===== config.mk =====
export PLATFORM = sky130hd
export DESIGN_NAME = smtp_reply_code_parser_top
export DESIGN_NICKNAME = d
export VERILOG_FILES = /design/src/sv/srcp_pkg.sv /design/src/sv/srcp_parser.sv /design/src/sv/smtp_reply_code_parser_top.sv
export SDC_FILE = /design/constraint.sdc
export NUM_CORES = 1
export LEC_CHECK = 0
export BUFFER_PORTS_ARGS = -buffer_cell sky130_fd_sc_hd__buf_4
export CORE_MARGIN = 2
export CORE_UTILIZATION = 50
export CTS_CLUSTER_DIAMETER = 100
export DETAILED_ROUTE_END_ITERATION = 16
export GPL_TIMING_DRIVEN = 0
export PLACE_DENSITY_LB_ADDON = 0.15
export SLEW_MARGIN = 20
export SYNTH_ARGS = -nofsm -noshare
export SYNTH_HDL_FRONTEND = slang
export SYNTH_SLANG_ARGS = --single-unit
export TNS_END_PERCENT = 20

===== constraint.sdc =====
create_clock -name aclk -period 3.3 [get_ports aclk]
set_input_delay 0.66 -clock aclk [delete_from_list [all_inputs] [get_ports aclk]]
set_output_delay 0.66 -clock aclk [all_outputs]
set_load 0.02 [all_outputs]

===== src/sv/srcp_pkg.sv =====
// ----------------------------------------------------------------------------
// SMTP reply code parser - shared definitions
// Widths, ASCII codes, parser positions and result status codes.
// ----------------------------------------------------------------------------
package srcp_pkg;

    localparam int BYTE_W = 8;
    localparam int CODE_W = 10;
    localparam int STATUS_W = 2;
    localparam int POS_W = 3;

    localparam int DEFAULT_MAX_REPLY_BYTES = 1024;

    localparam logic [CODE_W-1:0] EXPECTED_CODE_RESET = 10'd220;

    localparam logic [BYTE_W-1:0] ASCII_LF = 8'h0A;
    localparam logic [BYTE_W-1:0] ASCII_CR = 8'h0D;
    localparam logic [BYTE_W-1:0] ASCII_DASH = 8'h2D;
    localparam logic [BYTE_W-1:0] ASCII_ZERO = 8'h30;
    localparam logic [BYTE_W-1:0] ASCII_NINE = 8'h39;

    // line_position: 0..3 digits taken, then done or dead
    localparam logic [POS_W-1:0] POS_CODE_END = 3'd3;
    localparam logic [POS_W-1:0] POS_DONE = 3'd4;
    localparam logic [POS_W-1:0] POS_DEAD = 3'd7;

    typedef enum logic [STATUS_W-1:0] {
        STATUS_MATCH    = 2'd0,
        STATUS_DIFFER   = 2'd1,
        STATUS_TOO_LONG = 2'd2
    } status_t;

    typedef struct packed {
        status_t             status;
        logic [CODE_W-1:0]   reply_code;
    } result_t;

endpackage


===== src/sv/srcp_parser.sv =====
// ----------------------------------------------------------------------------
// SMTP reply code parser - per-byte parse stage
// Holds the line/code tracking state, consumes one byte per step and
// produces at most one result for that byte.
// ----------------------------------------------------------------------------
module srcp_parser #(
    parameter int MAX_REPLY_BYTES = srcp_pkg::DEFAULT_MAX_REPLY_BYTES
) (
    input  logic                          aclk,
    input  logic                          aresetn,
    input  logic                          step_i,
    input  logic [srcp_pkg::BYTE_W-1:0]   byte_i,
    input  logic [srcp_pkg::CODE_W-1:0]   expected_code_i,
    output logic                          res_valid_o,
    output srcp_pkg::result_t             res_o
);
    import srcp_pkg::*;

    localparam int CNT_W = $clog2(MAX_REPLY_BYTES);
    localparam logic [CNT_W-1:0] CNT_LAST = CNT_W'(MAX_REPLY_BYTES - 1);

    logic              at_line_start_reg, at_line_start_next;
    logic [POS_W-1:0]  line_position_reg, line_position_next;
    logic [CODE_W-1:0] code_acc_reg, code_acc_next;
    logic              final_seen_reg, final_seen_next;
    logic              prev_cr_reg, prev_cr_next;
    logic [CNT_W-1:0]  byte_count_reg, byte_count_next;

    logic              is_lf;
    logic              is_cr;
    logic              is_digit;
    logic [POS_W-1:0]  pos_base;
    logic [CODE_W-1:0] acc_base;
    logic [CODE_W-1:0] digit;

    always_comb begin
        is_lf    = (byte_i == ASCII_LF);
        is_cr    = (byte_i == ASCII_CR);
        is_digit = (byte_i >= ASCII_ZERO) && (byte_i <= ASCII_NINE);
        digit    = CODE_W'(byte_i - ASCII_ZERO);
        pos_base = at_line_start_reg ? '0 : line_position_reg;
        acc_base = at_line_start_reg ? '0 : code_acc_reg;

        at_line_start_next = at_line_start_reg;
        line_position_next = line_position_reg;
        code_acc_next      = code_acc_reg;
        final_seen_next    = final_seen_reg;
        prev_cr_next       = prev_cr_reg;
        byte_count_next    = byte_count_reg;
        res_valid_o        = 1'b0;
        res_o.status       = STATUS_TOO_LONG;
        res_o.reply_code   = '0;

        if (step_i) begin
            if (byte_count_reg == CNT_LAST) begin
                // limit reached: wins over a completing CR LF
                res_valid_o = 1'b1;
            end else if (final_seen_reg && prev_cr_reg && is_lf) begin
                res_valid_o      = 1'b1;
                res_o.status     = (code_acc_reg == expected_code_i) ?
                                   STATUS_MATCH : STATUS_DIFFER;
                res_o.reply_code = code_acc_reg;
            end else begin
                byte_count_next    = byte_count_reg + 1'b1;
                at_line_start_next = is_lf;
                prev_cr_next       = is_cr;
                if (!final_seen_reg) begin
                    line_position_next = pos_base;
                    code_acc_next      = acc_base;
                    if (pos_base < POS_CODE_END) begin
                        if (is_digit) begin
                            code_acc_next = CODE_W'((acc_base << 3) + (acc_base << 1) + digit);
                            line_position_next = pos_base + 1'b1;
                        end else begin
                            line_position_next = POS_DEAD;
                        end
                    end else if (pos_base == POS_CODE_END) begin
                        if (byte_i != ASCII_DASH) begin
                            final_seen_next = 1'b1;
                        end
                        line_position_next = POS_DONE;
                    end
                end
            end

            if (res_valid_o) begin
                at_line_start_next = 1'b1;
                line_position_next = '0;
                code_acc_next      = '0;
                final_seen_next    = 1'b0;
                prev_cr_next       = 1'b0;
                byte_count_next    = '0;
            end
        end
    end

    always_ff @(posedge aclk) begin
        if (!aresetn) begin
            at_line_start_reg <= 1'b1;
            line_position_reg <= '0;
            code_acc_reg      <= '0;
            final_seen_reg    <= 1'b0;
            prev_cr_reg       <= 1'b0;
            byte_count_reg    <= '0;
        end else begin
            at_line_start_reg <= at_line_start_next;
            line_position_reg <= line_position_next;
            code_acc_reg      <= code_acc_next;
            final_seen_reg    <= final_seen_next;
            prev_cr_reg       <= prev_cr_next;
            byte_count_reg    <= byte_count_next;
        end
    end

endmodule


===== src/sv/smtp_reply_code_parser_top.sv =====
// ----------------------------------------------------------------------------
// SMTP reply code parser - top level
// Input register, per-byte parse stage and result register.
// ----------------------------------------------------------------------------
// Takes one received reply byte per transfer and sustains one byte per clock
// while back-pressure on m_ready does not stall it. A byte is parsed straight
// out of the input register, and any result it causes is captured in the
// result register, which drives the m_ side.
// The parse stage advances whenever the result register is empty or being
// drained, so back-pressure on m_ready is the only thing that slows input.
// A result is emitted on the LF of the first CR LF after the final reply
// line's code; status 0 means the code equals expected_code, 1 that it differs,
// 2 that MAX_REPLY_BYTES bytes arrived first (reply_code is then 0).
// expected_code resets to 220 and may only be written while idle.
module smtp_reply_code_parser_top #(
    parameter int MAX_REPLY_BYTES = srcp_pkg::DEFAULT_MAX_REPLY_BYTES
) (
    input  logic                            aclk,
    input  logic                            aresetn,
    input  logic                            cfg_wr_en,
    input  logic [srcp_pkg::CODE_W-1:0]     cfg_wr_data,
    input  logic                            s_valid,
    output logic                            s_ready,
    input  logic [srcp_pkg::BYTE_W-1:0]     s_rx_byte,
    output logic                            m_valid,
    input  logic                            m_ready,
    output logic [srcp_pkg::STATUS_W-1:0]   m_status,
    output logic [srcp_pkg::CODE_W-1:0]     m_reply_code
);
    import srcp_pkg::*;

    logic [CODE_W-1:0] expected_code_reg;
    logic              in_valid_reg;
    logic [BYTE_W-1:0] in_byte_reg;
    logic              out_valid_reg;
    result_t           out_result_reg;

    logic              out_free;
    logic              step;
    logic              res_valid;
    result_t           res;

    assign out_free = !out_valid_reg || m_ready;
    assign step     = in_valid_reg && out_free;
    assign s_ready  = !in_valid_reg || out_free;

    always_ff @(posedge aclk) begin
        if (!aresetn) begin
            expected_code_reg <= EXPECTED_CODE_RESET;
        end else if (cfg_wr_en) begin
            expected_code_reg <= cfg_wr_data;
        end
    end

    always_ff @(posedge aclk) begin
        if (!aresetn) begin
            in_valid_reg <= 1'b0;
        end else if (s_ready) begin
            in_valid_reg <= s_valid;
        end
    end

    always_ff @(posedge aclk) begin
        if (s_ready && s_valid) begin
            in_byte_reg <= s_rx_byte;
        end
    end

    srcp_parser #(
        .MAX_REPLY_BYTES (MAX_REPLY_BYTES)
    ) u_parser (
        .aclk            (aclk),
        .aresetn         (aresetn),
        .step_i          (step),
        .byte_i          (in_byte_reg),
        .expected_code_i (expected_code_reg),
        .res_valid_o     (res_valid),
        .res_o           (res)
    );

    always_ff @(posedge aclk) begin
        if (!aresetn) begin
            out_valid_reg <= 1'b0;
        end else if (out_free) begin
            out_valid_reg <= res_valid;
        end
    end

    always_ff @(posedge aclk) begin
        if (out_free && res_valid) begin
            out_result_reg <= res;
        end
    end

    assign m_valid      = out_valid_reg;
    assign m_status     = out_result_reg.status;
    assign m_reply_code = out_result_reg.reply_code;

endmodule

* Word level (Yosys, flattened, before mapping)
Index checks and enable logic that the tools add are counted.
** Word-level totals
- Output and inout bits :: 14
- Bits in registers :: 58
- Input bits :: 23
- Word-level logic and storage cells :: 80
** Cells by class
- Muxes and demuxes :: 36
- $add $sub $neg :: 5
- Eq/ne operators :: 9
- Bitwise operators :: 2
- Reduce and logical (&&, ||, !) cells :: 13
- Magnitude comparators :: 3
** Operators with widths (count)
- $mux 10 :: 10
- $mux 3 :: 8
- $add 10x10->10 :: 2
- $mux 1 :: 18
- $eq 8x4->1 const B :: 2
- $add 10x1->10 const B :: 1
- $eq 10x10->1 :: 1
- $eq 10x10->1 const B :: 1
- $sub 8x6->9 const B :: 1
- $ge 8x6->1 const B :: 1
- $le 8x6->1 const B :: 1
- $ne 8x6->1 const B :: 1
- $logic_and 1x1->1 :: 6
- $ne 2x2->1 const B :: 3
- $reduce_and 4->1 :: 1
- $add 3x1->3 const B :: 1
- $eq 3x2->1 const B :: 1
- $lt 3x2->1 const B :: 1
- $reduce_and 3->1 :: 1
- $reduce_or 3->1 :: 1
- $logic_not 1->1 :: 2
- $logic_or 1x1->1 :: 2
- $not 1->1 :: 2

* Logic depth before layout (Yosys ltp)
- Depth in word-level cells :: 9
- Gate-level depth with buffers :: 12

* Hierarchy
A second synthesis with hierarchy kept.
** Second synthesis, totals
- Cells, all modules :: 324
- Area, all modules :: 3218.1 sq um
** By module, submodules not included
- srcp_parser :: seq. area each 520.5 sq um, times used 1, cells each 262, area an instance 2153.3 sq um
- smtp_reply_code_parser_top :: seq. area each 840.8 sq um, times used 1, cells each 62, area an instance 1064.8 sq um

* Worst setup path after synthesis
Ideal clock, no wire load.
- Kind :: register to register
- Start :: register u_parser.at_line_start_reg
- End :: register u_parser.code_acc_reg[8]
- Period minus slack after synthesis :: 2.771 ns
- Cell stages (with the launch flop) :: 13
- Setup slack :: 0.529 ns
- Data arrival time :: 2.634 ns
- Data required time :: 3.163 ns
- Library setup time :: 0.137 ns
- Path buffers :: 1
- Path through :: dfxtp_1 buf_2 clkinv_1 nand2_1 inv_1 ha_1 ha_1 fa_1 a21o_1 a21oi_1 nor4b_1 a2111oi_0 o32ai_1
** Between the ends
- Word-level cells in the longest chain between the ends :: 9
- Elaborated cells between the ends (all ways) :: 11
** Ends and longest elaborated chain
- from (decl) :: line srcp_parser.sv:22 : logic at_line_start_reg, at_line_start_next;
- from (signal assigned) :: line srcp_parser.sv:106 : at_line_start_reg <= at_line_start_next;
- $mux 10 :: line srcp_parser.sv:42 : acc_base = at_line_start_reg ? '0 : code_acc_reg;
- $add 10x10->10 (2 in a row) :: line srcp_parser.sv:72 : code_acc_next = CODE_W'((acc_base << 3) + (acc_base << 1) + digit);
- $mux 10 :: line srcp_parser.sv:71 : if (is_digit) begin
- $mux 10 (*) :: line srcp_parser.sv:70 : if (pos_base < POS_CODE_END) begin
- $mux 10 (*) :: line srcp_parser.sv:67 : if (!final_seen_reg) begin
- $mux 10 (*) :: line srcp_parser.sv:58 : end else if (final_seen_reg && prev_cr_reg && is_lf) begin
- $mux 10 (*) :: line srcp_parser.sv:55 : if (byte_count_reg == CNT_LAST) begin
- $mux 10 (*) :: line srcp_parser.sv:86 : if (res_valid_o) begin
- to (signal assigned) :: line srcp_parser.sv:108 : code_acc_reg <= code_acc_next;
- to (decl) :: line srcp_parser.sv:24 : logic [CODE_W-1:0] code_acc_reg, code_acc_next;
Mark *: on every way between the ends. The rest lies on a longest branch, timed or not. The select of a mux whose other input is x is not followed.
A chain may end at the register's enable or synchronous reset.

* Worst setup path after layout
Ends and elaborated chain as after synthesis.

==> results summary <==
Measured in cells, the most critical reg-to-reg path has a length of 12. STA classifies the critical path startpoint as a flip-flop. The number of hold buffers added after CTS came out at 0. Measured against its own limit, the worst slew margin works out to 47.2%. The mean number of vias per cell came out at 5.43.

The number of clock sinks seen by CTS came out at 58. The global-route wire length before repair came out at 11,100 µm. The detailed-router iteration count before antenna repair came out at 4. The insertion delay of the later-clocked pin in the worst-skew pair is 0.34 ns. The number of distinct library cell variants in the gate-level netlist after synthesis is 53. The number of post-CTS setup repair buffers came out at 0. The flow ran to the end, and the final reports show no timing, DRC or antenna violations. The number of port buffers came out at 35. The total wire length after detailed routing is 6580 µm. The cell accounting for the most synthesized area is sky130_fd_sc_hd__dfxtp_1. The number of CTS-inserted buffers came out at 9. Among all flip-flop cells after synthesis, the most frequent one is sky130_fd_sc_hd__dfxtp_1. The global-route met3 utilization came out at 5.21%. For this run, global-route usage on met2 was measured as 32.7%. The type of the worst setup path is reg2reg.

The standard-cell row count is 29. Prior to clock tree synthesis, the placed netlist has a worst setup slack of -0.261 ns. The clock transition at the register clock pins on the worst setup and hold paths after CTS is 0.07 ns. The tightest min-delay check is of the reg2reg type. By area the synthesized netlist is led by sky130_fd_sc_hd__dfxtp_1, sky130_fd_sc_hd__edfxtp_1, sky130_fd_sc_hd__ha_1.

The number of standard cells in the final layout excluding fillers came out at 462. In the synthesized netlist the async set-or-reset flop fraction comes to 0%. TritonCTS built the clock tree.

In this run the most used layer during global routing was met2. For the worst setup path, the data arrival time is 3.33 ns. The initial utilization of the core area, before any placement, comes to 51.2%. The initial antenna violation count came out at 0. The number of resized instances in the post-cts repair step came out at 2. For this run, design rule violations remaining after detail routing come to 0. The number of enable flip-flop cells after synthesis is 20. The routed wire length per instance is 14.3 µm. The net count after synthesis came out at 380. The floorplan step set the die height to 84.4 µm. The count of pins on the block boundary is 37. The most common cell in the synthesized netlist is sky130_fd_sc_hd__dfxtp_1. The final-report max-slew violation count is 0. The final critical delay including setup and external delays is 3.14 ns. Once placement completed, the tool counted placed cells totaling 446. Among cell families on the critical path, the largest total delay comes from compound AO/OA/AOI/OAI gates. The sum of net half-perimeters after detailed placement came out at 4970 µm. Relative to the synthesized area, the layout overhead comes to 17.6%. The Yosys warning count came out at 0. Across the VDD grid, the largest voltage drop is 335 µV.

The cell type with the highest occurrence count on the critical path is sky130_fd_sc_hd__ha_1. The floorplan step set the die width to 84.4 µm. The via count came out at 2,509. Once detail routing completed, the nets flagged for antenna violations numbered 0. The placeable core region is 6310 µm².

Setup repair after global routing left no endpoint under its margin. The cell depth of the worst hold path is 2. For this design the static power due to leakage is 1.58 nW. The design area is 3800 µm². The clock tree skew after final layout is 0.00943 ns.

The critical path runs through a total of 12 cells. The global placement routability congestion came out at 0.818. The count of H-tree levels built during CTS is 3.

Data on the critical path is required at its endpoint by 3.49 ns. The slack of the critical path came out at 0.162 ns. The sequential area share after synthesis came out at 42.1%. The die area came out at 7130 µm². The design draws 1.60 mW. The synthesized design devotes to its leading area cell type 23.5% of total area. Entering global routing, the biggest net connects 15 pins. The slowest stage cell on the critical path is sky130_fd_sc_hd__a2111oi_2.

The post-synthesis cell area came out at 3230 µm². The area of placed instances came out at 3600 µm². The gate count after technology mapping is 334. After global routing the overflow that remains totals 0.

The global-route usage over all layers is 19.8%. In the global route stage, met1 resource usage came out at 25.3%. Setup violations remaining at the end of the flow were counted as 0.

The via count of the first global-routing pass came out at 2,410. The number of flip-flops and latches in the synthesized netlist is 58. The post-route fraction of the period consumed by the critical path is 95.1%. The sort of element at the end of the critical path is a flip-flop. The power per cell area came out at 420 nW/µm². The slew at the pin with the worst max-slew slack came out at 0.793 ns. The delay of the slowest cell on the worst path came out at 0.42 ns. The achievable frequency is 319 MHz. The largest fanout of any net on the critical path is 10.

The repair_antennas step left the layout with diodes totalling 0. The fraction of final layout cells with drive strength greater than 1 came out at 18.7%. The signal on the critical path passes through buf_2 > clkinvlp_4 > nand2_1 > inv_1 > ha_1 > ha_1 > fa_1 > a21o_1 > a21oi_2 > nor4b_1 > a2111oi_2 > o32ai_1. The count of buffer and inverter cells on the critical path came out at 3. The maximum root-to-sink buffer count is 2. The detailed router finished its first iteration with 104 violations. The commonest cells after synthesis are sky130_fd_sc_hd__dfxtp_1, sky130_fd_sc_hd__nand2_1, sky130_fd_sc_hd__nor2_1.

The final net count is 426. The mean instance size in the synthesized netlist came out at 9.68 µm². The number of violations of the max-capacitance limit came out at 0. The buffer cell driving the clock tree root is sky130_fd_sc_hd__clkbuf_8.

The final hold violation count was 0.
[power by group]
group          leakage [nW]  total [mW]  switching (mW)  internal (mW)
clock                0.0990       0.639           0.292          0.346
sequential            0.485       0.782          0.0227          0.759
combinational         0.991       0.177          0.0972         0.0793
[worst paths after layout]
path                              startpoint                  endpoint  slack [ns]
hold reg to reg         u_parser.prev_cr_reg      u_parser.prev_cr_reg        0.45
setup reg to reg  u_parser.at_line_start_reg  u_parser.code_acc_reg[8]        0.16
setup / recovery  u_parser.at_line_start_reg  u_parser.code_acc_reg[8]        0.16
hold / removal          u_parser.prev_cr_reg      u_parser.prev_cr_reg        0.45
[layout by cell type (no fill, tap or decap), types with 5 or more instances in the layout]
cell / Yosys / layout
sky130_fd_sc_hd__clkbuf_8: 0 / 9
sky130_fd_sc_hd__mux2i_1: 11 / 11
sky130_fd_sc_hd__xor2_1: 11 / 11
sky130_fd_sc_hd__nand2_1: 35 / 35
sky130_fd_sc_hd__a21oi_1: 19 / 17
sky130_fd_sc_hd__nor3_1: 5 / 5
sky130_fd_sc_hd__nand4_1: 6 / 6
sky130_fd_sc_hd__buf_4: 1 / 36
sky130_fd_sc_hd__and2_1: 11 / 11
sky130_fd_sc_hd__ha_1: 16 / 16
sky130_fd_sc_hd__nand3_1: 12 / 12
sky130_fd_sc_hd__o21ai_0: 10 / 10
sky130_fd_sc_hd__nor2_1: 30 / 30
sky130_fd_sc_hd__and3_1: 5 / 5
sky130_fd_sc_hd__o211ai_1: 6 / 6
sky130_fd_sc_hd__edfxtp_1: 20 / 20
sky130_fd_sc_hd__fa_1: 7 / 7
sky130_fd_sc_hd__dfxtp_1: 38 / 38
sky130_fd_sc_hd__inv_1: 27 / 27
sky130_fd_sc_hd__xnor2_1: 17 / 17
[per-stage QoR]
step	TNS, ns	hold slack (ns)	util (%)
final	0	0.452	60.2
after detailed placement	-0.261	0.445	57.0
after global routing	0	0.484	60.2
after CTS	0	0.454	60.1
after floorplan	0	0.427	-
after global placement	-0.143	0.436	56.9
[worst reg2reg max path, cell delays in order, from the launching register on]
cell	delay (ns)
sky130_fd_sc_hd__dfxtp_1	0.30
sky130_fd_sc_hd__buf_2	0.22
sky130_fd_sc_hd__clkinvlp_4	0.24
sky130_fd_sc_hd__nand2_1	0.19
sky130_fd_sc_hd__inv_1	0.06
sky130_fd_sc_hd__ha_1	0.27
sky130_fd_sc_hd__ha_1	0.23
sky130_fd_sc_hd__fa_1	0.41
sky130_fd_sc_hd__a21o_1	0.21
sky130_fd_sc_hd__a21oi_2	0.20
sky130_fd_sc_hd__nor4b_1	0.09
sky130_fd_sc_hd__a2111oi_2	0.42
sky130_fd_sc_hd__o32ai_1	0.14
[cell type report]
type,instances,area (µm²)
buffer,9,56.3
clock buffer,9,124
clock inverter,7,70.1
fill,565,2510
inverter,29,113
multi-input combinational,238,1720
sequential,58,1360
tap,77,96.3
timing repair buffer,35,263
[kinds of logic after synthesis]
family / synth area share (%)
compound gates: 10.9
fa+ha+maj: 10.5
xor+xnor: 7.58
flops: 42.1
simple gates: 20.0
buf+inv: 5.11
mux: 3.75
[routing by layer]
metal | vias to the layer above | wire length (µm) | share of wire (%)
met5 | - | 0 | 0
met4 | 0 | 123 | 1.9
met3 | 14 | 273 | 4.1
met2 | 52 | 3220 | 49
met1 | 1185 | 2960 | 45
li1 | 1258 | - | -
(Power assumes the default switching activity.)
